[config.mk]
export PLATFORM = sky130hd
export DESIGN_NAME = servo_slew_command_controller_top
export DESIGN_NICKNAME = d
export VERILOG_FILES = /design/src/ssc_pkg.sv /design/src/ssc_div.sv /design/src/ssc_datapath.sv /design/src/ssc_ctrl.sv /design/src/servo_slew_command_controller_top.sv
export SDC_FILE = /design/constraint.sdc
export NUM_CORES = 1
export LEC_CHECK = 0
export ABC_AREA = 1
export ABC_CLOCK_PERIOD_IN_PS = 10090
export BUFFER_PORTS_ARGS = -buffer_cell sky130_fd_sc_hd__buf_2
export CAP_MARGIN = 25
export CORE_MARGIN = 1
export CORE_UTILIZATION = 60
export CTS_CLUSTER_SIZE = 28
export DETAILED_ROUTE_END_ITERATION = 12
export GPL_TIMING_DRIVEN = 0
export MAX_ROUTING_LAYER = met4
export PLACE_DENSITY_LB_ADDON = 0.3
export SYNTH_ARGS = -nofsm -noshare
export SYNTH_HDL_FRONTEND = slang
export SYNTH_SLANG_ARGS = --single-unit
[constraint.sdc]
create_clock -name clk_i -period 10.09 [get_ports clk_i]
set_clock_uncertainty 0.2 [all_clocks]
set_input_delay 0.5045 -clock clk_i [delete_from_list [all_inputs] [get_ports clk_i]]
set_output_delay 0.5045 -clock clk_i [all_outputs]
set_load 0.01 [all_outputs]
[src/ssc_pkg.sv]
`timescale 1ns / 1ps
`default_nettype none
package ssc_pkg;

  localparam int unsigned NumBits   = 17;  // width of the calibration dividend
  localparam int unsigned CntBits   = 5;   // holds NumBits
  localparam int unsigned AddrBits  = 3;
  localparam int unsigned WdataBits = 16;

  localparam logic [7:0] HEADER_BYTE = 8'hAA;
  localparam logic [7:0] ANGLE_MAX   = 8'd180;
  localparam logic [6:0] CAL_SCALE   = 7'd100;

  // register indexes of the configuration port
  localparam logic [AddrBits-1:0] REG_RAW_MODE      = 3'd0;
  localparam logic [AddrBits-1:0] REG_SLOPE_AXIS1   = 3'd1;
  localparam logic [AddrBits-1:0] REG_OFFSET_AXIS1  = 3'd2;
  localparam logic [AddrBits-1:0] REG_SLOPE_AXIS2   = 3'd3;
  localparam logic [AddrBits-1:0] REG_OFFSET_AXIS2  = 3'd4;
  localparam logic [AddrBits-1:0] REG_TIMEOUT_STEPS = 3'd5;

  // reset values
  localparam logic [7:0]  RST_SLOPE_AXIS1   = 8'd90;
  localparam logic [15:0] RST_OFFSET_AXIS1  = 16'd380;
  localparam logic [7:0]  RST_SLOPE_AXIS2   = 8'd91;
  localparam logic [15:0] RST_OFFSET_AXIS2  = 16'd1091;
  localparam logic [15:0] RST_TIMEOUT_STEPS = 16'd200;
  localparam logic [7:0]  RST_TARGET_LOW    = 8'd45;
  localparam logic [7:0]  RST_ANGLE_MID     = 8'd90;
  localparam logic [7:0]  RST_STEP_PERIOD   = 8'd10;

  // frame positions
  localparam logic [2:0] FRAME_HEADER = 3'd0;
  localparam logic [2:0] FRAME_AXIS1  = 3'd1;
  localparam logic [2:0] FRAME_AXIS2  = 3'd2;
  localparam logic [2:0] FRAME_AXIS3  = 3'd3;
  localparam logic [2:0] FRAME_PERIOD = 3'd4;

  localparam int unsigned OutBits = 32;

  typedef struct packed {
    logic load;       // capture the input item
    logic div_start;  // launch the calibration divide
    logic commit;     // update state and load the output register
  } ssc_cmd_t;

  typedef struct packed {
    logic needs_div;
    logic div_done;
    logic out_free;
  } ssc_status_t;

endpackage
`default_nettype wire

[src/ssc_div.sv]
`timescale 1ns / 1ps
`default_nettype none
module ssc_div import ssc_pkg::*; (
  input  wire logic               clk_i,
  input  wire logic               rst_ni,
  input  wire logic               start_i,
  input  wire logic [NumBits-1:0] dividend_i,
  input  wire logic [7:0]         divisor_i,
  output logic                    done_o,
  output logic [NumBits-1:0]      quotient_o
);

  logic               busy_q, busy_d;
  logic               done_q, done_d;
  logic [CntBits-1:0] cnt_q, cnt_d;
  logic [NumBits-1:0] quo_q, quo_d;
  logic [7:0]         rem_q, rem_d;
  logic [7:0]         dvs_q, dvs_d;
  logic [8:0]         trial;
  logic [8:0]         diff;

  // restoring division, one quotient bit per cycle
  assign trial = {rem_q, quo_q[NumBits-1]};
  assign diff  = trial - {1'b0, dvs_q};

  always_comb begin
    busy_d = busy_q;
    done_d = 1'b0;
    cnt_d  = cnt_q;
    quo_d  = quo_q;
    rem_d  = rem_q;
    dvs_d  = dvs_q;
    if (start_i) begin
      busy_d = 1'b1;
      cnt_d  = CntBits'(NumBits);
      quo_d  = dividend_i;
      rem_d  = '0;
      dvs_d  = divisor_i;
    end else if (busy_q) begin
      if (trial >= {1'b0, dvs_q}) begin
        rem_d = diff[7:0];
        quo_d = {quo_q[NumBits-2:0], 1'b1};
      end else begin
        rem_d = trial[7:0];
        quo_d = {quo_q[NumBits-2:0], 1'b0};
      end
      cnt_d = cnt_q - 1'b1;
      if (cnt_q == CntBits'(1)) begin
        busy_d = 1'b0;
        done_d = 1'b1;
      end
    end
  end

  always_ff @(posedge clk_i or negedge rst_ni) begin
    if (!rst_ni) begin
      busy_q <= 1'b0;
      done_q <= 1'b0;
      cnt_q  <= '0;
    end else begin
      busy_q <= busy_d;
      done_q <= done_d;
      cnt_q  <= cnt_d;
    end
  end

  always_ff @(posedge clk_i) begin
    quo_q <= quo_d;
    rem_q <= rem_d;
    dvs_q <= dvs_d;
  end

  assign done_o     = done_q;
  assign quotient_o = quo_q;

endmodule
`default_nettype wire

[src/ssc_datapath.sv]
`timescale 1ns / 1ps
`default_nettype none
module ssc_datapath import ssc_pkg::*; (
  input  wire logic                 clk_i,
  input  wire logic                 rst_ni,
  input  wire ssc_cmd_t             cmd_i,
  output ssc_status_t               status_o,
  input  wire logic                 op_i,
  input  wire logic [7:0]           rx_byte_i,
  input  wire logic                 cfg_we_i,
  input  wire logic [AddrBits-1:0]  cfg_addr_i,
  input  wire logic [WdataBits-1:0] cfg_wdata_i,
  output logic                      out_valid_o,
  output logic [OutBits-1:0]        out_data_o,
  input  wire logic                 out_ready_i
);

  logic        raw_mode_q;
  logic [7:0]  slope1_q, slope2_q;
  logic [15:0] offset1_q, offset2_q, timeout_q;

  logic        op_q;
  logic [7:0]  byte_q;

  logic [2:0]       fi_q, fi_d;
  logic [2:0][7:0]  tgt_q, tgt_d;
  logic [2:0][7:0]  cur_q, cur_d;
  logic [2:0][7:0]  step_cur;
  logic [7:0]       period_q, period_d;
  logic [7:0]       ms_q, ms_d, ms_inc;
  logic [15:0]      cnt_q, cnt_d, cnt_arr, cnt_inc;
  logic             moving_q, moving_d, moving_arr;
  logic             arrived, ack;
  logic             out_valid_q;
  logic [OutBits-1:0] out_data_q;

  logic               axis1_sel;
  logic [NumBits-1:0] dividend;
  logic [NumBits-1:0] quotient;
  logic               div_done;
  logic [7:0]         cal_angle;

  function automatic logic [7:0] sat_angle(input logic [NumBits-1:0] v);
    sat_angle = (v > NumBits'(ANGLE_MAX)) ? ANGLE_MAX : v[7:0];
  endfunction

  assign axis1_sel = (fi_q == FRAME_AXIS1);
  assign dividend  = NumBits'({9'd0, byte_q} * NumBits'(CAL_SCALE))
                   + NumBits'(axis1_sel ? offset1_q : offset2_q);

  ssc_div u_div (
    .clk_i      (clk_i),
    .rst_ni     (rst_ni),
    .start_i    (cmd_i.div_start),
    .dividend_i (dividend),
    .divisor_i  (axis1_sel ? slope1_q : slope2_q),
    .done_o     (div_done),
    .quotient_o (quotient)
  );

  assign cal_angle = raw_mode_q ? sat_angle(NumBits'(byte_q)) : sat_angle(quotient);

  // one degree toward the target on every axis
  always_comb begin
    arrived = 1'b1;
    for (int i = 0; i < 3; i++) begin
      if (cur_q[i] > tgt_q[i]) begin
        step_cur[i] = cur_q[i] - 1'b1;
      end else if (cur_q[i] < tgt_q[i]) begin
        step_cur[i] = cur_q[i] + 1'b1;
      end else begin
        step_cur[i] = cur_q[i];
      end
      if (step_cur[i] != tgt_q[i]) arrived = 1'b0;
    end
  end

  assign moving_arr = moving_q && !arrived;
  assign cnt_arr    = (moving_q && arrived) ? 16'd0 : cnt_q;
  assign cnt_inc    = cnt_arr + 16'd1;
  assign ms_inc     = ms_q + 8'd1;

  always_comb begin
    fi_d     = fi_q;
    tgt_d    = tgt_q;
    cur_d    = cur_q;
    period_d = period_q;
    ms_d     = ms_q;
    cnt_d    = cnt_q;
    moving_d = moving_q;
    ack      = 1'b0;
    if (cmd_i.commit) begin
      if (!op_q) begin
        unique case (fi_q)
          FRAME_HEADER: begin
            if (byte_q == HEADER_BYTE) fi_d = FRAME_AXIS1;
          end
          FRAME_AXIS1: begin
            tgt_d[0] = cal_angle;
            fi_d     = FRAME_AXIS2;
          end
          FRAME_AXIS2: begin
            tgt_d[1] = cal_angle;
            fi_d     = FRAME_AXIS3;
          end
          FRAME_AXIS3: begin
            tgt_d[2] = sat_angle(NumBits'(byte_q));
            fi_d     = FRAME_PERIOD;
          end
          default: begin
            period_d = byte_q;
            moving_d = 1'b1;
            fi_d     = FRAME_HEADER;
          end
        endcase
      end else if (fi_q == FRAME_HEADER) begin
        if (ms_inc >= period_q) begin
          ms_d  = '0;
          cur_d = step_cur;
          ack   = moving_q && arrived;
          if (cnt_inc == timeout_q) begin
            ack      = 1'b1;
            moving_d = 1'b0;
            cnt_d    = '0;
          end else begin
            moving_d = moving_arr;
            cnt_d    = cnt_inc;
          end
        end else begin
          ms_d = ms_inc;
        end
      end
    end
  end

  always_ff @(posedge clk_i or negedge rst_ni) begin
    if (!rst_ni) begin
      raw_mode_q  <= 1'b0;
      slope1_q    <= RST_SLOPE_AXIS1;
      offset1_q   <= RST_OFFSET_AXIS1;
      slope2_q    <= RST_SLOPE_AXIS2;
      offset2_q   <= RST_OFFSET_AXIS2;
      timeout_q   <= RST_TIMEOUT_STEPS;
      fi_q        <= FRAME_HEADER;
      tgt_q       <= {RST_ANGLE_MID, RST_TARGET_LOW, RST_TARGET_LOW};
      cur_q       <= {RST_ANGLE_MID, RST_ANGLE_MID, RST_ANGLE_MID};
      period_q    <= RST_STEP_PERIOD;
      ms_q        <= '0;
      cnt_q       <= '0;
      moving_q    <= 1'b0;
      out_valid_q <= 1'b0;
    end else begin
      if (cfg_we_i) begin
        unique case (cfg_addr_i)
          REG_RAW_MODE:      raw_mode_q <= cfg_wdata_i[0];
          REG_SLOPE_AXIS1:   slope1_q   <= cfg_wdata_i[7:0];
          REG_OFFSET_AXIS1:  offset1_q  <= cfg_wdata_i;
          REG_SLOPE_AXIS2:   slope2_q   <= cfg_wdata_i[7:0];
          REG_OFFSET_AXIS2:  offset2_q  <= cfg_wdata_i;
          REG_TIMEOUT_STEPS: timeout_q  <= cfg_wdata_i;
          default: ;
        endcase
      end
      fi_q     <= fi_d;
      tgt_q    <= tgt_d;
      cur_q    <= cur_d;
      period_q <= period_d;
      ms_q     <= ms_d;
      cnt_q    <= cnt_d;
      moving_q <= moving_d;
      if (cmd_i.commit) begin
        out_valid_q <= 1'b1;
      end else if (out_ready_i) begin
        out_valid_q <= 1'b0;
      end
    end
  end

  always_ff @(posedge clk_i) begin
    if (cmd_i.load) begin
      op_q   <= op_i;
      byte_q <= rx_byte_i;
    end
    if (cmd_i.commit) begin
      out_data_q <= {6'd0, moving_d, ack, cur_d[2], cur_d[1], cur_d[0]};
    end
  end

  assign status_o.needs_div = !op_q && !raw_mode_q
                            && (fi_q == FRAME_AXIS1 || fi_q == FRAME_AXIS2);
  assign status_o.div_done  = div_done;
  assign status_o.out_free  = !out_valid_q || out_ready_i;

  assign out_valid_o = out_valid_q;
  assign out_data_o  = out_data_q;

endmodule
`default_nettype wire

[src/ssc_ctrl.sv]
`timescale 1ns / 1ps
`default_nettype none
module ssc_ctrl import ssc_pkg::*; (
  input  wire logic        clk_i,
  input  wire logic        rst_ni,
  input  wire logic        in_valid_i,
  output logic             in_ready_o,
  input  wire ssc_status_t status_i,
  output ssc_cmd_t         cmd_o
);

  localparam logic [1:0] StIdle  = 2'd0;
  localparam logic [1:0] StCheck = 2'd1;
  localparam logic [1:0] StWait  = 2'd2;
  localparam logic [1:0] StEmit  = 2'd3;

  logic [1:0] state_q, state_d;

  always_comb begin
    state_d = state_q;
    cmd_o   = '0;
    unique case (state_q)
      StIdle: begin
        if (in_valid_i) begin
          cmd_o.load = 1'b1;
          state_d    = StCheck;
        end
      end
      StCheck: begin
        if (status_i.needs_div) begin
          cmd_o.div_start = 1'b1;
          state_d         = StWait;
        end else begin
          state_d = StEmit;
        end
      end
      StWait: begin
        if (status_i.div_done) state_d = StEmit;
      end
      default: begin
        // hold until the output register can take the result
        if (status_i.out_free) begin
          cmd_o.commit = 1'b1;
          state_d      = StIdle;
        end
      end
    endcase
  end

  always_ff @(posedge clk_i or negedge rst_ni) begin
    if (!rst_ni) begin
      state_q <= StIdle;
    end else begin
      state_q <= state_d;
    end
  end

  assign in_ready_o = (state_q == StIdle);

endmodule
`default_nettype wire

[src/servo_slew_command_controller_top.sv]
`timescale 1ns / 1ps
`default_nettype none
// Three-axis servo slew controller.
// Input channel s_axis: one item per received serial byte (tuser = 0, byte in
// tdata) or per millisecond tick (tuser = 1). A frame is 0xAA followed by the
// axis-1, axis-2, axis-3 and step-period bytes. Output channel m_axis: one
// item per input item with the three current angles, the acknowledge flag and
// the busy flag.
// Configuration: cfg_we_i writes register cfg_addr_i (0 raw mode, 1/2 slope
// and offset of axis 1, 3/4 of axis 2, 5 timeout steps); write while idle.
// Flow: an item is taken in the idle state, decoded in the check state and
// committed to the output register in the emit state, which holds while the
// output register is full. Axis-1 and axis-2 bytes in calibrated mode also
// pass a wait state for the restoring divider. s_axis_tready is high only
// between items, so a new item is taken only after the last is committed.
// Reset clears the frame decoder and loads the default calibration, targets
// (45, 45, 90) and angles (90, 90, 90). A stalled receiver leaves the result in
// the output register; the next item is still taken and decoded, and waits at
// commit until the output register frees.
module servo_slew_command_controller_top import ssc_pkg::*; (
  input  wire logic                 clk_i,
  input  wire logic                 rst_ni,
  input  wire logic                 s_axis_tvalid,
  output logic                      s_axis_tready,
  input  wire logic [7:0]           s_axis_tdata,   // [7:0] rx_byte
  input  wire logic                 s_axis_tuser,   // [0] op
  output logic                      m_axis_tvalid,
  input  wire logic                 m_axis_tready,
  // [7:0] angle_one, [15:8] angle_two, [23:16] angle_three, [24] ack,
  // [25] busy_res, [31:26] zero
  output logic [OutBits-1:0]        m_axis_tdata,
  input  wire logic                 cfg_we_i,
  input  wire logic [AddrBits-1:0]  cfg_addr_i,
  input  wire logic [WdataBits-1:0] cfg_wdata_i
);

  ssc_cmd_t    cmd;
  ssc_status_t status;

  ssc_ctrl u_ctrl (
    .clk_i      (clk_i),
    .rst_ni     (rst_ni),
    .in_valid_i (s_axis_tvalid),
    .in_ready_o (s_axis_tready),
    .status_i   (status),
    .cmd_o      (cmd)
  );

  ssc_datapath u_datapath (
    .clk_i       (clk_i),
    .rst_ni      (rst_ni),
    .cmd_i       (cmd),
    .status_o    (status),
    .op_i        (s_axis_tuser),
    .rx_byte_i   (s_axis_tdata),
    .cfg_we_i    (cfg_we_i),
    .cfg_addr_i  (cfg_addr_i),
    .cfg_wdata_i (cfg_wdata_i),
    .out_valid_o (m_axis_tvalid),
    .out_data_o  (m_axis_tdata),
    .out_ready_i (m_axis_tready)
  );

endmodule
`default_nettype wire

Word-level counts from Yosys, hierarchy flattened
Cells that the tools add are included.
{ "classes": {"addsub": 11, "div": 0, "bitwise_logic": 2, "n_reduce_logical": 33, "n_lt_le_gt_ge": 10, "n_eq_ne": 19, "mux": 55, "n_mul": 1, "shift": 0} }
{ "op_table": {"columns": ["op", "n"], "rows": [
  ["24-bit two-way mux", 4],
  ["8-bit two-way mux", 12],
  ["16-bit two-way mux", 3],
  ["17-bit two-way mux", 2],
  ["8-bit by 1-bit adder with 8-bit output (second input constant)", 4],
  ["1-bit two-way mux", 26],
  ["8-bit > comparator", 3],
  ["8-bit less-than comparator", 3],
  ["8-bit inequality test", 3],
  ["3-bit AND reduction", 8],
  ["8-bit by 1-bit subtractor with 8-bit output (second input constant)", 3],
  ["15-bit by 17-bit adder with 17-bit output", 1],
  ["17-bit by 8-bit > comparator with 1-bit output (second input constant)", 1],
  ["16-bit by 1-bit adder with 16-bit output (second input constant)", 1],
  ["16-bit == test", 1],
  ["8-bit by 5-bit multiplier with 13-bit output (second input constant)", 1],
  ["3-bit by 2-bit == test with 1-bit output (second input constant)", 4],
  ["3-bit case mux with 4 select lines", 1],
  ["2-bit AND reduction", 6],
  ["5-bit two-way mux", 2],
  ["9-bit by 8-bit >= comparator with 1-bit output", 1],
  ["8-bit == test (second input constant)", 1],
  ["8-bit >= comparator", 1],
  ["8-bit > comparator (second input constant)", 1],
  ["23 further kinds", 38]
]} }
{ "word_totals": {"latch_bits": 0, "out_inout_bits": 34, "ff_bits": 227, "rom_bits": 0, "in_bits": 33, "ramBits": 0, "word_cells": 160, "memories": 0} }

Logic depth before layout (Yosys ltp)
Gate-level depths: netlist of the first run.
{ "depth": {"ltp_word": 16, "ltp_mapped": 38, "mapped_depth_nobuf": 36} }

Modules after synthesis
A second synthesis of the first run with hierarchy kept.
{ "hier_totals": {"hier_cells": 1920, "hier_area_um2": 14622.8} }
{ "by_module_without_submodules": {"columns": ["mod", "instances", "area_per_inst_um2", "cells_each"], "rows": [
  ["ssc_datapath", 1, 12299.3, 1642],
  ["ssc_div", 1, 2104.5, 245],
  ["ssc_ctrl", 1, 219.0, 33]
]} }

Worst setup path after synthesis of the first run
Ideal clock, no wire load.
{ "synth_timing": {"kind": "register to register", "start": "register u_datapath.byte_q[3]", "end": "register u_datapath.u_div.quo_q[16], in the netlist u_datapath.u_div.quotient_o[16] (data pin)", "n_path_buf": 0, "setup_slack_ns": 5.951, "arrival_ns": 3.770, "stages_incl_launch_ff": 25, "setup_time_ns": 0.169, "required_time_ns": 9.721, "period_less_slack_ns": 4.139, "cell_sequence": "edfxtp_1 > inv_1 > ha_1 > ha_1 > inv_1 > fa_1 > inv_1 > ha_1 > a21oi_1 > nand2_1 > xnor2_1 > inv_1 > ha_1 > inv_1 > nor2_1 > nor2_1 > nor2_1 > nor2_1 > o21bai_1 > a21oi_1 > o21ai_0 > nand2_1 > inv_1 > nor2_1 > o31ai_1"} }
{ "synth_between": {"elab_chain_cells": 3} }
{ "synth_rtl": {"columns": ["element", "line_no", "rtl"], "rows": [
  ["start: declaration", "ssc_datapath.sv:23", "logic [7:0] byte_q;"],
  ["start signal: assignment", "ssc_datapath.sv:182", "byte_q <= rx_byte_i;"],
  ["8-bit by 5-bit multiplier with 13-bit output", "ssc_datapath.sv:48", "assign dividend = NumBits'({9'd0, byte_q} * NumBits'(CAL_SCALE))"],
  ["15-bit by 17-bit adder with 17-bit output", "ssc_datapath.sv:49", "+ NumBits'(axis1_sel ? offset1_q : offset2_q);"],
  ["17-bit two-way mux", "ssc_div.sv:33", "if (start_i) begin"],
  ["net u_datapath.u_div.quo_d[16]", "ssc_div.sv:16", "logic [NumBits-1:0] quo_q, quo_d;"],
  ["end signal: assignment", "ssc_div.sv:68", "quo_q <= quo_d;"],
  ["end: declaration", "ssc_div.sv:16", null]
]} }
The timed path passes the listed nets, and every way through them passes these cells.
A chain may end at the register's enable or synchronous reset.

Worst setup path after layout of the first run
{ "layout_timing": {"start": "register u_datapath.fi_q[1]", "end": "register u_datapath.u_div.quo_q[15], in the netlist u_datapath.u_div.quotient_o[15] (data pin)"} }
{ "layout_between": {"elab_chain_cells": 6, "elab_cells_between_ends": 9, "classes_between": "1 x add/sub; 2 x eq/ne; 4 x mux; 2 x reduce/logical"} }
{ "layout_rtl": {"columns": ["element", "line_no", "rtl"], "rows": [
  ["start: declaration", "ssc_datapath.sv:25", "logic [2:0] fi_q, fi_d;"],
  ["start signal: assignment", "ssc_datapath.sv:164", "fi_q <= fi_d;"],
  ["parallel branches: the longest is 5 deep, another holds 15-bit by 17-bit adder with 17-bit output", null, null],
  ["17-bit two-way mux *", "ssc_div.sv:33", null],
  ["net u_datapath.u_div.quo_d[15]", "ssc_div.sv:16", null]
]} }
Mark *: on every way through the listed nets, which the timed path passes.

==> metrics.csv, run 1 <==
stage,metric,value,unit
outcome,outcome,completed,
timing,layout_setup_ws,4.83,ns
route,wl_per_cell,15.2,um
power,p_comb_frac,0.467,
synth,syn_inst,1874,
cts,clk_latency,0.54,ns
power,internal-power,2.56,mW
global_routing,grt_overflow,0,
layout,synthToLayoutAreaGrowth,11.4,%
cts,cts_hold_buf,10,
place,dp_slack,4.96,ns
cts,cts_tree,built,
worst_setup_path,critPathRequiredTime,10.18,ns
worst_setup_path,crit_top_cell,nor2_1,
layout,final_common_cell,nand2_1,
synth,async_flop_share,0.700,
cts,cts-root-buf,clkbuf_16,
route,viasPerCell,5.47,
worst_setup_path,end_kind,flip-flop,
worst_setup_path,critPathMaxStageDelay,0.90,ns
worst_setup_path,reg2reg_slack,4.83,ns
cts,cts_sinks,227,
timing,finalHoldViolations,0,
job,maxCapViolCount,0,
worst_setup_path,cp-startpoint,u_datapath.fi_q[1]$_DFFE_PN0P_,
synth,ys_seq_area_frac,0.413,
route,drc,0,
global_routing,grt_pass1_vias,12000,
route,drt_iter0_markers,983,
floorplan,core-area,0.0236,mm^2
power,power_frac_seq,0.336,
global_routing,grt_pass1_wl,57.8,mm
timing,hold-worst-slack,0.0508,ns
power,netSwitchingFraction,0.430,
layout,drive_above_1_share,0.122,
global_routing,use_met2,0.505,
timing,drv_slew,0,
timing,setup-tns-final,0,ns
place,numPlacedInstances,2259,
synth,synth_area,0.0145,mm^2
power,total_power,4.49,mW
worst_setup_path,cp_max_fo,10,
synth,synth_cell_type_count,57,
floorplan,dieWidth,158,um
power,p_leak,8.00,nW
worst_setup_path,critPathLaunchType,flip-flop,
worst_setup_path,critPathArrivalTime,5.35,ns
route,via_count,12700,
floorplan,die_y,158,um
timing,fin_crit_sh,0.521,
power,switchingPower,1.93,mW
global_routing,grt_max_degree,127,
route,firstDrtPassIters,5,
synth,ys_warn_count,0,
worst_setup_path,cpMaxStageDelayCell,nor3_1,
synth,ys_seq_elements,227,
worst_setup_path,critPathKind,flip-flop to flip-flop,
worst_hold_path,min-delay-start,cfg_wdata_i[10],
cts,cts_made_buffers,25,
worst_setup_path,critPathTopFamily,simple AND/OR/NAND/NOR gates,
cts,clockBufferDepth,3,
floorplan,rows,56,
timing,fmax,190,MHz
place,portBuffers,60,
cts,post_cts_buffers,0,
synth,ys.flop_type,dfrtp_1,
global_routing,grt-busiest-layer,met2,
cts,cts.repair.resized,0,
layout,n_antenna_cell,0,
layout,final_cell_mix,"nand2_1, inv_1, o21ai_0, nand3_1, nor2_1",
power,power_frac_clock,0.197,
place,place.gp.congestion,0.932,
global_routing,grt_antenna_before_repair,0,
power,vdd_drop_max,0.153,mV
timing,fin_crit,5.26,ns
synth,syn_area_per_cell,7.75,um^2
timing,rsz0062_at_grt,false,
floorplan,die-area,0.0248,mm^2
layout,nets,2118,
worst_setup_path,path_buf_inv,5,
power,cellPowerDensity,277,mW/mm^2
route,drtAntennaViolNets,0,
worst_setup_path,r2r-start,u_datapath.fi_q[1]$_DFFE_PN0P_,
timing,relSlewSlack,0.266,
layout,fin_cells,2315,
cts,clk_pin_slew_worst_paths,0.06,ns
worst_hold_path,hold_path_class,input pin to flip-flop,
global_routing,met1_usage,0.373,
route,postRouteWirelength,35.1,mm
timing,tightest_slew,1.09,ns
timing,setup_violations,0,
global_routing,grt.total_usage,0.301,
floorplan,start_util,0.615,
cts,htree_levels,1,
floorplan,io_pins,67,
place,hpwl,26.3,mm
synth,synth-edff-count,60,
global_routing,grtUsageMet3,0.0433,
==> flip-flops by register name, indices dropped and copies added, names as in the netlist, 2 cells and up <==
signal,flops
u_ctrl.state_q,2
u_datapath.offset2_q,16
u_datapath.timeout_q,16
u_datapath.u_div.dvs_q,8
u_datapath.u_div.rem_q,8
u_datapath.out_data_o,26
u_datapath.offset1_q,16
u_datapath.fi_q,3
u_datapath.cnt_q,16
u_datapath.u_div.cnt_q,5
u_datapath.slope2_q,8
u_datapath.tgt_q,24
u_datapath.u_div.quotient_o,17
u_datapath.byte_q,8
u_datapath.period_q,8
u_datapath.cur_q,24
u_datapath.ms_q,8
u_datapath.slope1_q,8
==> layer usage <==
metal | share of wire | vias up
met3 | 0.057 | 84
met2 | 0.48 | 397
met4 | 0.031 | 0
li1 | - | 6276
met5 | 0 | -
met1 | 0.43 | 5909
==> worst register-to-register path, stage by stage, from the launching register on <==
cell and delay (ns):
dfrtp_1 0.42, nor3_1 0.90, inv_1 0.39, clkbuf_1 0.35, nand2_1 0.13, nand2_1 0.07, ha_1 0.35, a21oi_1 0.09
inv_1 0.05, a31oi_1 0.05, nor2_1 0.18, nor2_1 0.08, o21ai_0 0.28, inv_1 0.07, o21ai_0 0.22, inv_1 0.07
nor2_1 0.13, nor2_1 0.06, o21bai_1 0.20, a21oi_1 0.10, o21bai_1 0.19, nand2_1 0.08, nand2_1 0.06, a21oi_1 0.07
nor2_1 0.10, o21ai_0 0.09
==> cells in the mapped netlist (6+ instances only) <==
library cell / instances / area, um^2
ha_1: 103 / 1290
nor2_1: 125 / 469
nand3b_1: 7 / 52.6
nand3_1: 129 / 646
dfstp_2: 48 / 1260
xnor2_1: 11 / 96.3
xor2_1: 34 / 298
buf_2: 7 / 35.0
nor4_1: 6 / 37.5
nand3_2: 11 / 110
o22ai_1: 7 / 43.8
inv_1: 236 / 886
a21oi_1: 42 / 210
nand2_1: 560 / 2100
clkbuf_1: 28 / 105
nor2_2: 13 / 81.3
nor3_1: 8 / 40.0
dfxtp_1: 8 / 160
buf_4: 9 / 67.6
inv_2: 15 / 56.3
o31ai_1: 6 / 45.0
edfxtp_1: 60 / 1800
o21ai_0: 181 / 906
nand2_2: 13 / 81.3
nand4_1: 23 / 144
dfrtp_1: 111 / 2780
==> power groups by stage <==
stage	combinational [mW]	clock (mW)	sequential, mW
floorplan	1.58	0	1.46
detailed placement	2.07	0	1.51
global placement	1.98	0	1.51
global route	2.41	0.928	1.54
CTS	2.08	0.896	1.50
finish	2.09	0.884	1.51
==> area by class of cell <==
type                    count  area [um^2]
clock inverters            13         93.8
clock buffers              33          696
well taps                 319          399
flip-flops and latches    227         6000
repair buffers             71          438
fillers                  1923         7430
multi-input cells        1345         7320
plain buffers              50          268
inverters                 257          967
==> kinds of logic after synthesis <==
group	after synthesis	share of synthesized area
multiplexers	2	0.00138
buffers and inverters	307	0.0850
XOR/XNOR	49	0.0331
adder cells (fa/ha/maj)	108	0.0956
flip-flops	227	0.413
other	1	0.000258
AND/OR/NAND/NOR	916	0.274
AO/OA/AOI/OAI	264	0.0972
==> final timing paths <==
kind,to,cells past startpoint
max reg2reg,u_datapath.u_div.quotient_o[15]$_DFFE_PP_,25
min in group asynchronous,u_datapath.cur_q[23]$_DFF_PN0_,2
max,u_datapath.u_div.quotient_o[15]$_DFFE_PP_,25
min,u_datapath.offset2_q[10]$_DFFE_PN1P_,3
min reg2reg,u_datapath.u_div.cnt_q[1]$_DFFE_PN0P_,2
max in group asynchronous,u_datapath.slope1_q[2]$_DFFE_PN0P_,3
==> per-stage QoR <==
step | util | cell area [um^2]
4_1_cts | 0.685 | 16200
3_3_place_gp | 0.646 | 15200
5_1_grt | 0.685 | 16200
6_report | 0.685 | 16200
2_1_floorplan | - | 14500
3_5_place_dp | 0.647 | 15300
Note: power is estimated with default switching activity, not from simulation.
==> run 2, diff against run 1 <==
--- a/config.mk
+++ b/config.mk
@@ -5,8 +5,8 @@
 export SDC_FILE = /design/constraint.sdc
 export NUM_CORES = 1
 export LEC_CHECK = 0
-export ABC_AREA = 1
-export ABC_CLOCK_PERIOD_IN_PS = 10090
+export ABC_AREA = 0
+export ABC_CLOCK_PERIOD_IN_PS = 5200
 export BUFFER_PORTS_ARGS = -buffer_cell sky130_fd_sc_hd__buf_2
 export CAP_MARGIN = 25
 export CORE_MARGIN = 1
==> constraint.sdc (replaced) <==
create_clock -name clk_i -period 5.2 [get_ports clk_i]
set_clock_uncertainty 0.2 [all_clocks]
set_input_delay 0.26 -clock clk_i [delete_from_list [all_inputs] [get_ports clk_i]]
set_output_delay 0.26 -clock clk_i [all_outputs]
set_load 0.01 [all_outputs]
==> metrics.csv, run 2 <==
stage,metric,value,unit,change
timing,relSlewSlack,0.288,,was 0.266
worst_hold_path,hold_path_class,input pin to flip-flop,,unchanged
layout,final_area,0.0163,mm^2,was 0.0162 mm^2
floorplan,io_pins,67,,unchanged
cts,cts_tree,built,,unchanged
global_routing,grt_antenna_before_repair,0,,unchanged
worst_setup_path,critPathArrivalTime,5.67,ns,was 5.35 ns
timing,drv_slew,0,,unchanged
floorplan,rows,54,,was 56
cts,htree_levels,1,,unchanged
synth,yosysMostFrequentCell,nand2_1,,unchanged
timing,fin_crit,5.61,ns,was 5.26 ns
cts,clockBufferDepth,3,,unchanged
cts,clk_latency,0.54,ns,about the same
worst_setup_path,critPathLaunchType,flip-flop,,unchanged
power,total_power,8.58,mW,was 4.49 mW
synth,async_flop_share,0.700,,unchanged
floorplan,core-area,0.0221,mm^2,was 0.0236 mm^2
floorplan,dieWidth,153,um,was 158 um
cts,cts_sinks,227,,unchanged
place,hpwl,23.8,mm,was 26.3 mm
synth,synth_area_leaders,"dfrtp_1, edfxtp_1, ha_1",,"was dfrtp_1, nand2_1, edfxtp_1"
layout,final_cell_mix,"nand2_1, dfrtp_1, ha_1, mux2_2",,"was nand2_1, inv_1, o21ai_0, nand3_1, nor2_1"
route,viasPerCell,5.93,,was 5.47
place,dpl_cell_area,0.0144,mm^2,was 0.0153 mm^2
timing,fin_crit_sh,1.08,,was 0.521
place,place.gp.congestion,0.960,,was 0.932
global_routing,grt_pass1_wl,53.7,mm,was 57.8 mm
worst_setup_path,critPathKind,flip-flop to flip-flop,,unchanged
synth,synth_area,0.0137,mm^2,was 0.0145 mm^2
synth,ys_seq_area_frac,0.439,,was 0.413
synth,synth-edff-count,60,,unchanged
outcome,outcome,"finished, violations left",,was completed
place,dp_slack,-1.25,ns,was 4.96 ns
cts,cts-root-buf,clkbuf_16,,unchanged
route,via_count,10900,,was 12.7k
synth,synth_cell_type_count,73,,was 57
timing,layout_setup_ws,-0.406,ns,was 4.83 ns
synth,ys_top_cells_by_count,"nand2_1, dfrtp_1, ha_1",,"was nand2_1, inv_1, o21ai_0"
global_routing,grt_overflow,0,,unchanged
synth,syn_inst,1361,,was 1874
synth,ys.flop_type,dfrtp_1,,unchanged
route,wl_per_cell,18.7,um,was 15.2 um
worst_setup_path,cp_max_fo,5,,was 10
place,portBuffers,58,,was 60
outcome,violations,negative setup slack,,
layout,final_core_util,0.739,,was 0.685
global_routing,grt_max_degree,95,,was 127
synth,synth.top_cell.area_share,0.203,,was 0.191
layout,synthToLayoutAreaGrowth,19.4,%,was 11.4%
timing,rsz0062_at_grt,true,,was false
route,drtAntennaViolNets,0,,unchanged
route,drt_iter0_markers,889,,was 983
timing,setup_violations,19,,was 0
job,maxCapViolCount,0,,unchanged
global_routing,grt_pass1_vias,10600,,was 12.0k
timing,fmax,178,MHz,was 190 MHz
layout,nets,1673,,was 2118
power,p_leak,6.93,nW,was 8.00 nW
route,drc,0,,unchanged
power,vdd_drop_max,0.329,mV,was 0.153 mV
layout,drive_above_1_share,0.241,,was 0.122
layout,fillCellCount,1517,,was 1923
synth,ys_seq_elements,227,,unchanged
synth,ys_warn_count,0,,unchanged
global_routing,grt.total_usage,0.296,,was 0.301
synth,synth_top_cell_by_area,dfrtp_1,,unchanged
worst_setup_path,end_kind,flip-flop,,unchanged
synth,syn_area_per_cell,10.1,um^2,was 7.75 um^2
timing,setup-tns-final,-6.25,ns,was 0 ns
route,postRouteWirelength,34.2,mm,was 35.1 mm
route,firstDrtPassIters,5,,unchanged
floorplan,start_util,0.619,,was 0.615
timing,tightest_slew,1.07,ns,was 1.09 ns
layout,n_antenna_cell,0,,unchanged
worst_setup_path,critPathRequiredTime,5.26,ns,was 10.18 ns
floorplan,die_y,153,um,was 158 um
timing,finalHoldViolations,0,,unchanged
layout,largest_register_ffs,26,,unchanged
floorplan,die-area,0.0234,mm^2,was 0.0248 mm^2
power,cellPowerDensity,526,mW/mm^2,was 277 mW/mm^2
cts,cts_made_buffers,25,,unchanged
layout,final_common_cell,nand2_1,,unchanged
cts,clk_pin_slew_worst_paths,0.06,ns,about the same
run 2: timing repair:
item                       in CTS  in global routing
resized for setup              48                 43
pin swaps                      17                 23
gates cloned                    1                  0
setup endpoints to repair      19                 21
hold buffers                   29                  0
setup buffers                  21                 28
hold endpoints to repair      140                  0
run 2: logic make-up (layout without fill, tap and decap cells):
group,Yosys count,count (layout),share of synthesized area
AND/OR/NAND/NOR,407,407,0.147
buffers and inverters,132,316,0.0379
multiplexers,98,98,0.0797
other,1,6,0.000274
XOR/XNOR,115,115,0.0736
flip-flops,227,227,0.439
AO/OA/AOI/OAI,272,273,0.121
adder cells (fa/ha/maj),109,109,0.102
run 2: path summary, 6_finish.rpt:
check / startpoint / endpoint / slack [ns] / cells after the start
hold reg to reg: u_datapath.u_div.rem_q[7]$_SDFFE_PP0P_ / u_datapath.u_div.rem_q[7]$_SDFFE_PP0P_ / 0.28 / 2
hold / removal: cfg_addr_i[1] / u_datapath.slope1_q[5]$_DFFE_PN0P_ / 0.05 / 3
min in group asynchronous: rst_ni / u_datapath.cur_q[5]$_DFF_PN0_ / 0.09 / 2
max in group asynchronous: rst_ni / u_datapath.slope2_q[3]$_DFFE_PN1P_ / 3.81 / 3
setup reg to reg: u_datapath.tgt_q[11]$_DFFE_PN1P_ / u_datapath.out_data_o[25]$_DFFE_PP_ / -0.41 / 24
setup / recovery: u_datapath.tgt_q[11]$_DFFE_PN1P_ / u_datapath.out_data_o[25]$_DFFE_PP_ / -0.41 / 24
run 2: through the flow:
stage	hold WS [ns]	std cells
2_1_floorplan	-0.236	1366
3_3_place_gp	0.237	1704
3_5_place_dp	0.103	1709
4_1_cts	0.0154	1806
5_1_grt	0.0636	1831
6_report	0.0540	1831
run 2: layout make-up:
type | count | area, um^2 | area share
Buffer | 44 | 194 | 0.0119
Clock buffer | 36 | 718 | 0.0440
Clock inverter | 10 | 95.1 | 0.00582
Multi-Input combinational cell | 1008 | 7610 | 0.466
Tap cell | 280 | 350 | 0.0214
Sequential cell | 227 | 6000 | 0.368
Inverter | 86 | 323 | 0.0198
Timing Repair Buffer | 140 | 1030 | 0.0634
run 2: metal layers:
metal  vias to the layer above  wire, um  GRT usage
met5                         -         0          -
met4                         0       939     0.0981
met3                        81      1850     0.0388
met2                       358     17200      0.501
met1                      5256     14100      0.367
li1                       5163         -          -
run 2: critical path, cell delays in order, from the launching register on:
cell and delay (ns):
dfstp_2 0.54, inv_2 0.05, ha_4 0.21, and4_4 0.18, nor2b_4 0.12, or4b_4 0.49, or4_4 0.44, a21o_1 0.17
a2111o_1 0.48, nor4_4 0.17, and4_4 0.29, nor2b_2 0.07, ha_4 0.18, nand3_4 0.12, nor3_4 0.05, and3_4 0.17
nand3_4 0.08, xor2_2 0.17, o221ai_2 0.11, nor4_2 0.28, nand2_1 0.14, a31oi_4 0.22, o21ai_4 0.13, a21oi_2 0.18
a21oi_2 0.07
run 2: power breakdown:
| group | leakage, nW | internal, mW | switching [mW] |
|---|---|---|---|
| clock | 0.398 | 1.02 | 0.727 |
| combinational | 4.01 | 1.77 | 2.39 |
| sequential | 2.52 | 2.34 | 0.343 |
| total | 6.93 | 5.13 | 3.46 |
==> run 3, diff against run 2 <==
--- a/config.mk
+++ b/config.mk
@@ -18,4 +18,5 @@
 export PLACE_DENSITY_LB_ADDON = 0.3
 export SYNTH_ARGS = -nofsm -noshare
 export SYNTH_HDL_FRONTEND = slang
+export SYNTH_HIERARCHICAL = 1
 export SYNTH_SLANG_ARGS = --single-unit
==> metrics.csv, run 3 <==
stage,metric,value,unit,change
worst_setup_path,critPathTopFamily,simple AND/OR/NAND/NOR gates,,unchanged
synth,ys_seq_area_frac,0.417,,was 0.439
synth,ys_warn_count,6,,was 0
route,drc,0,,unchanged
cts,cts_made_buffers,25,,unchanged
layout,final_common_cell,mux2_2,,was nand2_1
worst_setup_path,critPathRequiredTime,5.40,ns,was 5.26 ns
synth,ys.flop_type,dfrtp_1,,unchanged
global_routing,grt_pass1_wl,60.0,mm,was 53.7 mm
outcome,outcome,"finished, violations left",,unchanged
global_routing,met1_usage,0.390,,was 0.367
route,drt_iter0_markers,706,,was 889
timing,rsz0062_at_grt,true,,unchanged
route,viasPerCell,5.99,,was 5.93
floorplan,start_util,0.612,,was 0.619
layout,final_cell_mix,"mux2_2, nand2_1, dfrtp_1, ha_1, nor2_1",,"was nand2_1, dfrtp_1, ha_1, mux2_2"
timing,drv_slew,0,,unchanged
route,wl_per_cell,19.5,um,was 18.7 um
floorplan,die_y,157,um,was 153 um
floorplan,die-area,0.0246,mm^2,was 0.0234 mm^2
synth,syn_area_per_cell,10.2,um^2,was 10.1 um^2
timing,layout_setup_ws,-0.756,ns,was -0.406 ns
worst_setup_path,critPathArrivalTime,6.15,ns,was 5.67 ns
layout,nets,1738,,was 1673
worst_hold_path,hold_path_class,input pin to async pin,,was input pin to flip-flop
worst_setup_path,critPathMaxStageDelay,0.55,ns,was 0.54 ns
timing,fin_crit,5.96,ns,was 5.61 ns
global_routing,grt_pass1_vias,11600,,was 10.6k
layout,synthToLayoutAreaGrowth,19.5,%,was 19.4%
synth,synth_area_leaders,"dfrtp_1, edfxtp_1, ha_1",,unchanged
synth,ys_seq_elements,227,,unchanged
floorplan,dieWidth,157,um,was 153 um
synth,async_flop_share,0.700,,unchanged
route,via_count,11600,,was 10.9k
timing,finalHoldViolations,0,,unchanged
layout,seqCellArea,0.00600,mm^2,unchanged
floorplan,rows,56,,was 54
floorplan,io_pins,67,,unchanged
power,p_leak,7.41,nW,was 6.93 nW
worst_setup_path,critPathLaunchType,flip-flop,,unchanged
route,firstDrtPassIters,5,,unchanged
synth,synth_area,0.0144,mm^2,was 0.0137 mm^2
worst_setup_path,cp_max_fo,8,,was 5
timing,relSlewSlack,0.323,,was 0.288
worst_setup_path,path_buf_inv,6,,was 1
power,cellPowerDensity,543,mW/mm^2,was 526 mW/mm^2
layout,fillCellCount,1724,,was 1517
worst_setup_path,cpMaxStageDelayCell,or4_4,,was dfstp_2
job,maxCapViolCount,0,,unchanged
layout,final_core_util,0.731,,was 0.739
global_routing,grtUsageMet3,0.0394,,was 0.0388
global_routing,grt-busiest-layer,met2,,unchanged
timing,fin_crit_sh,1.15,,was 1.08
cts,clk_pin_slew_worst_paths,0.06,ns,about the same
route,postRouteWirelength,37.8,mm,was 34.2 mm
layout,fin_cells,1936,,was 1831
outcome,violations,negative setup slack,,unchanged
timing,setup-tns-final,-13.00,ns,was -6.25 ns
timing,tightest_slew,1.01,ns,was 1.07 ns
timing,fmax,168,MHz,was 178 MHz
cts,cts_sinks,227,,unchanged
cts,clockBufferDepth,3,,unchanged
worst_setup_path,critPathKind,flip-flop to flip-flop,,unchanged
floorplan,core-area,0.0235,mm^2,was 0.0221 mm^2
layout,largest_register_ffs,26,,unchanged
worst_setup_path,end_kind,flip-flop,,unchanged
global_routing,grt_antenna_before_repair,1,,was 0
layout,multi_input_area,0.00820,mm^2,was 0.00761 mm^2
global_routing,grt_overflow,0,,unchanged
layout,drive_above_1_share,0.273,,was 0.241
power,vdd_drop_max,0.309,mV,was 0.329 mV
synth,synth_cell_type_count,97,,was 73
global_routing,use_met2,0.542,,was 0.501
synth,synth.top_cell.area_share,0.193,,was 0.203
synth,synth_top_cell_by_area,dfrtp_1,,unchanged
global_routing,grt.total_usage,0.324,,was 0.296
cts,cts-root-buf,clkbuf_16,,unchanged
place,numPlacedInstances,1792,,was 1709
cts,cts_tree,built,,unchanged
route,drtAntennaViolNets,0,,unchanged
synth,synth-edff-count,60,,unchanged
place,hpwl,25.9,mm,was 23.8 mm
synth,ys_top_cells_by_count,"dfrtp_1, nand2_1, mux2_2",,"was nand2_1, dfrtp_1, ha_1"
cts,clk_latency,0.55,ns,was 0.54 ns
place,place.gp.congestion,0.947,,was 0.960
place,portBuffers,59,,was 58
synth,syn_inst,1406,,was 1361
timing,setup_violations,19,,unchanged
global_routing,grt_max_degree,89,,was 95
cts,htree_levels,1,,unchanged
==> run 3: changes by cell type after synthesis, sizes merged, moves of 7 or more <==
cell / change
a2111oi: +8
a21o: +7
a21oi: -7
buf: +9
inv: +8
mux2: +22
nand2: -24
nand4: +14
nor2: +17
o21ai: -31
==> run 3: logic make-up after synthesis <==
kind of cell,count (synthesis),share of synthesized area
compound gates,275,0.137
flops,227,0.416
fa+ha+maj,109,0.0973
buf+inv,150,0.0426
xor+xnor,108,0.0657
simple gates,419,0.150
mux,117,0.0908
other cells,1,0.000260
==> run 3: worst paths after layout <==
path,to,slack (ns),start,cells past startpoint
setup reg to reg,u_datapath/cnt_q[5]$_DFFE_PN0P_,-0.76,u_datapath/tgt_q[13]$_DFFE_PN1P_,26
hold reg to reg,u_datapath/period_q[3]$_DFFE_PN1P_,0.29,u_datapath/period_q[3]$_DFFE_PN1P_,2
min in group clk_i,u_datapath/raw_mode_q$_DFFE_PN0P_,0.12,cfg_addr_i[0],3
hold / removal,u_datapath/cur_q[23]$_DFF_PN0_,0.07,rst_ni,2
setup / recovery,u_datapath/cnt_q[5]$_DFFE_PN0P_,-0.76,u_datapath/tgt_q[13]$_DFFE_PN1P_,26
max in group asynchronous,u_datapath/slope1_q[3]$_DFFE_PN1P_,3.85,rst_ni,3
==> run 3: routing by layer <==
layer  part of all wire  routed length, um
met5                  0                  0
met3              0.048               1810
met4              0.043               1610
met1               0.41              15600
met2               0.50              18800
==> run 3: where the power goes <==
part           internal [mW]  switching (mW)
combinational           2.06            2.57
sequential              2.50           0.432
clock                   1.04           0.735
==> run 3: timing repair <==
item / 4_1_cts / 5_1_grt
hold buffers: 29 / 0
endpoints found under the setup margin: 21 / 22
resized for setup: 52 / 21
endpoints found under the hold margin: 148 / 0
cloned: 1 / 0
pin swaps: 36 / 23
buffers inserted: 41 / 28
==> run 3: stage by stage <==
| step | cell area (um^2) | worst slack, ns | power, mW | hold WS, ns |
|---|---|---|---|---|
| detailed placement | 15300 | -1.51 | 7.06 | 0.0713 |
| finish | 17200 | -0.756 | 9.34 | 0.0737 |
| floorplan | 14500 | -0.291 | 6.00 | -0.236 |
| CTS | 16900 | -0.661 | 9.17 | 0.0350 |
| global placement | 15200 | -1.58 | 6.94 | 0.261 |
| global route | 17200 | -0.920 | 9.98 | 0.116 |
==> run 3: area by class of cell <==
class | instances | share of cell area
plain buffers | 54 | 0.0158
well taps | 319 | 0.0232
flip-flops and latches | 227 | 0.349
multi-input cells | 1034 | 0.476
repair buffers | 161 | 0.0686
diodes | 2 | 0.000291
clock buffers | 31 | 0.0376
clock inverters | 15 | 0.00938
inverters | 93 | 0.0203
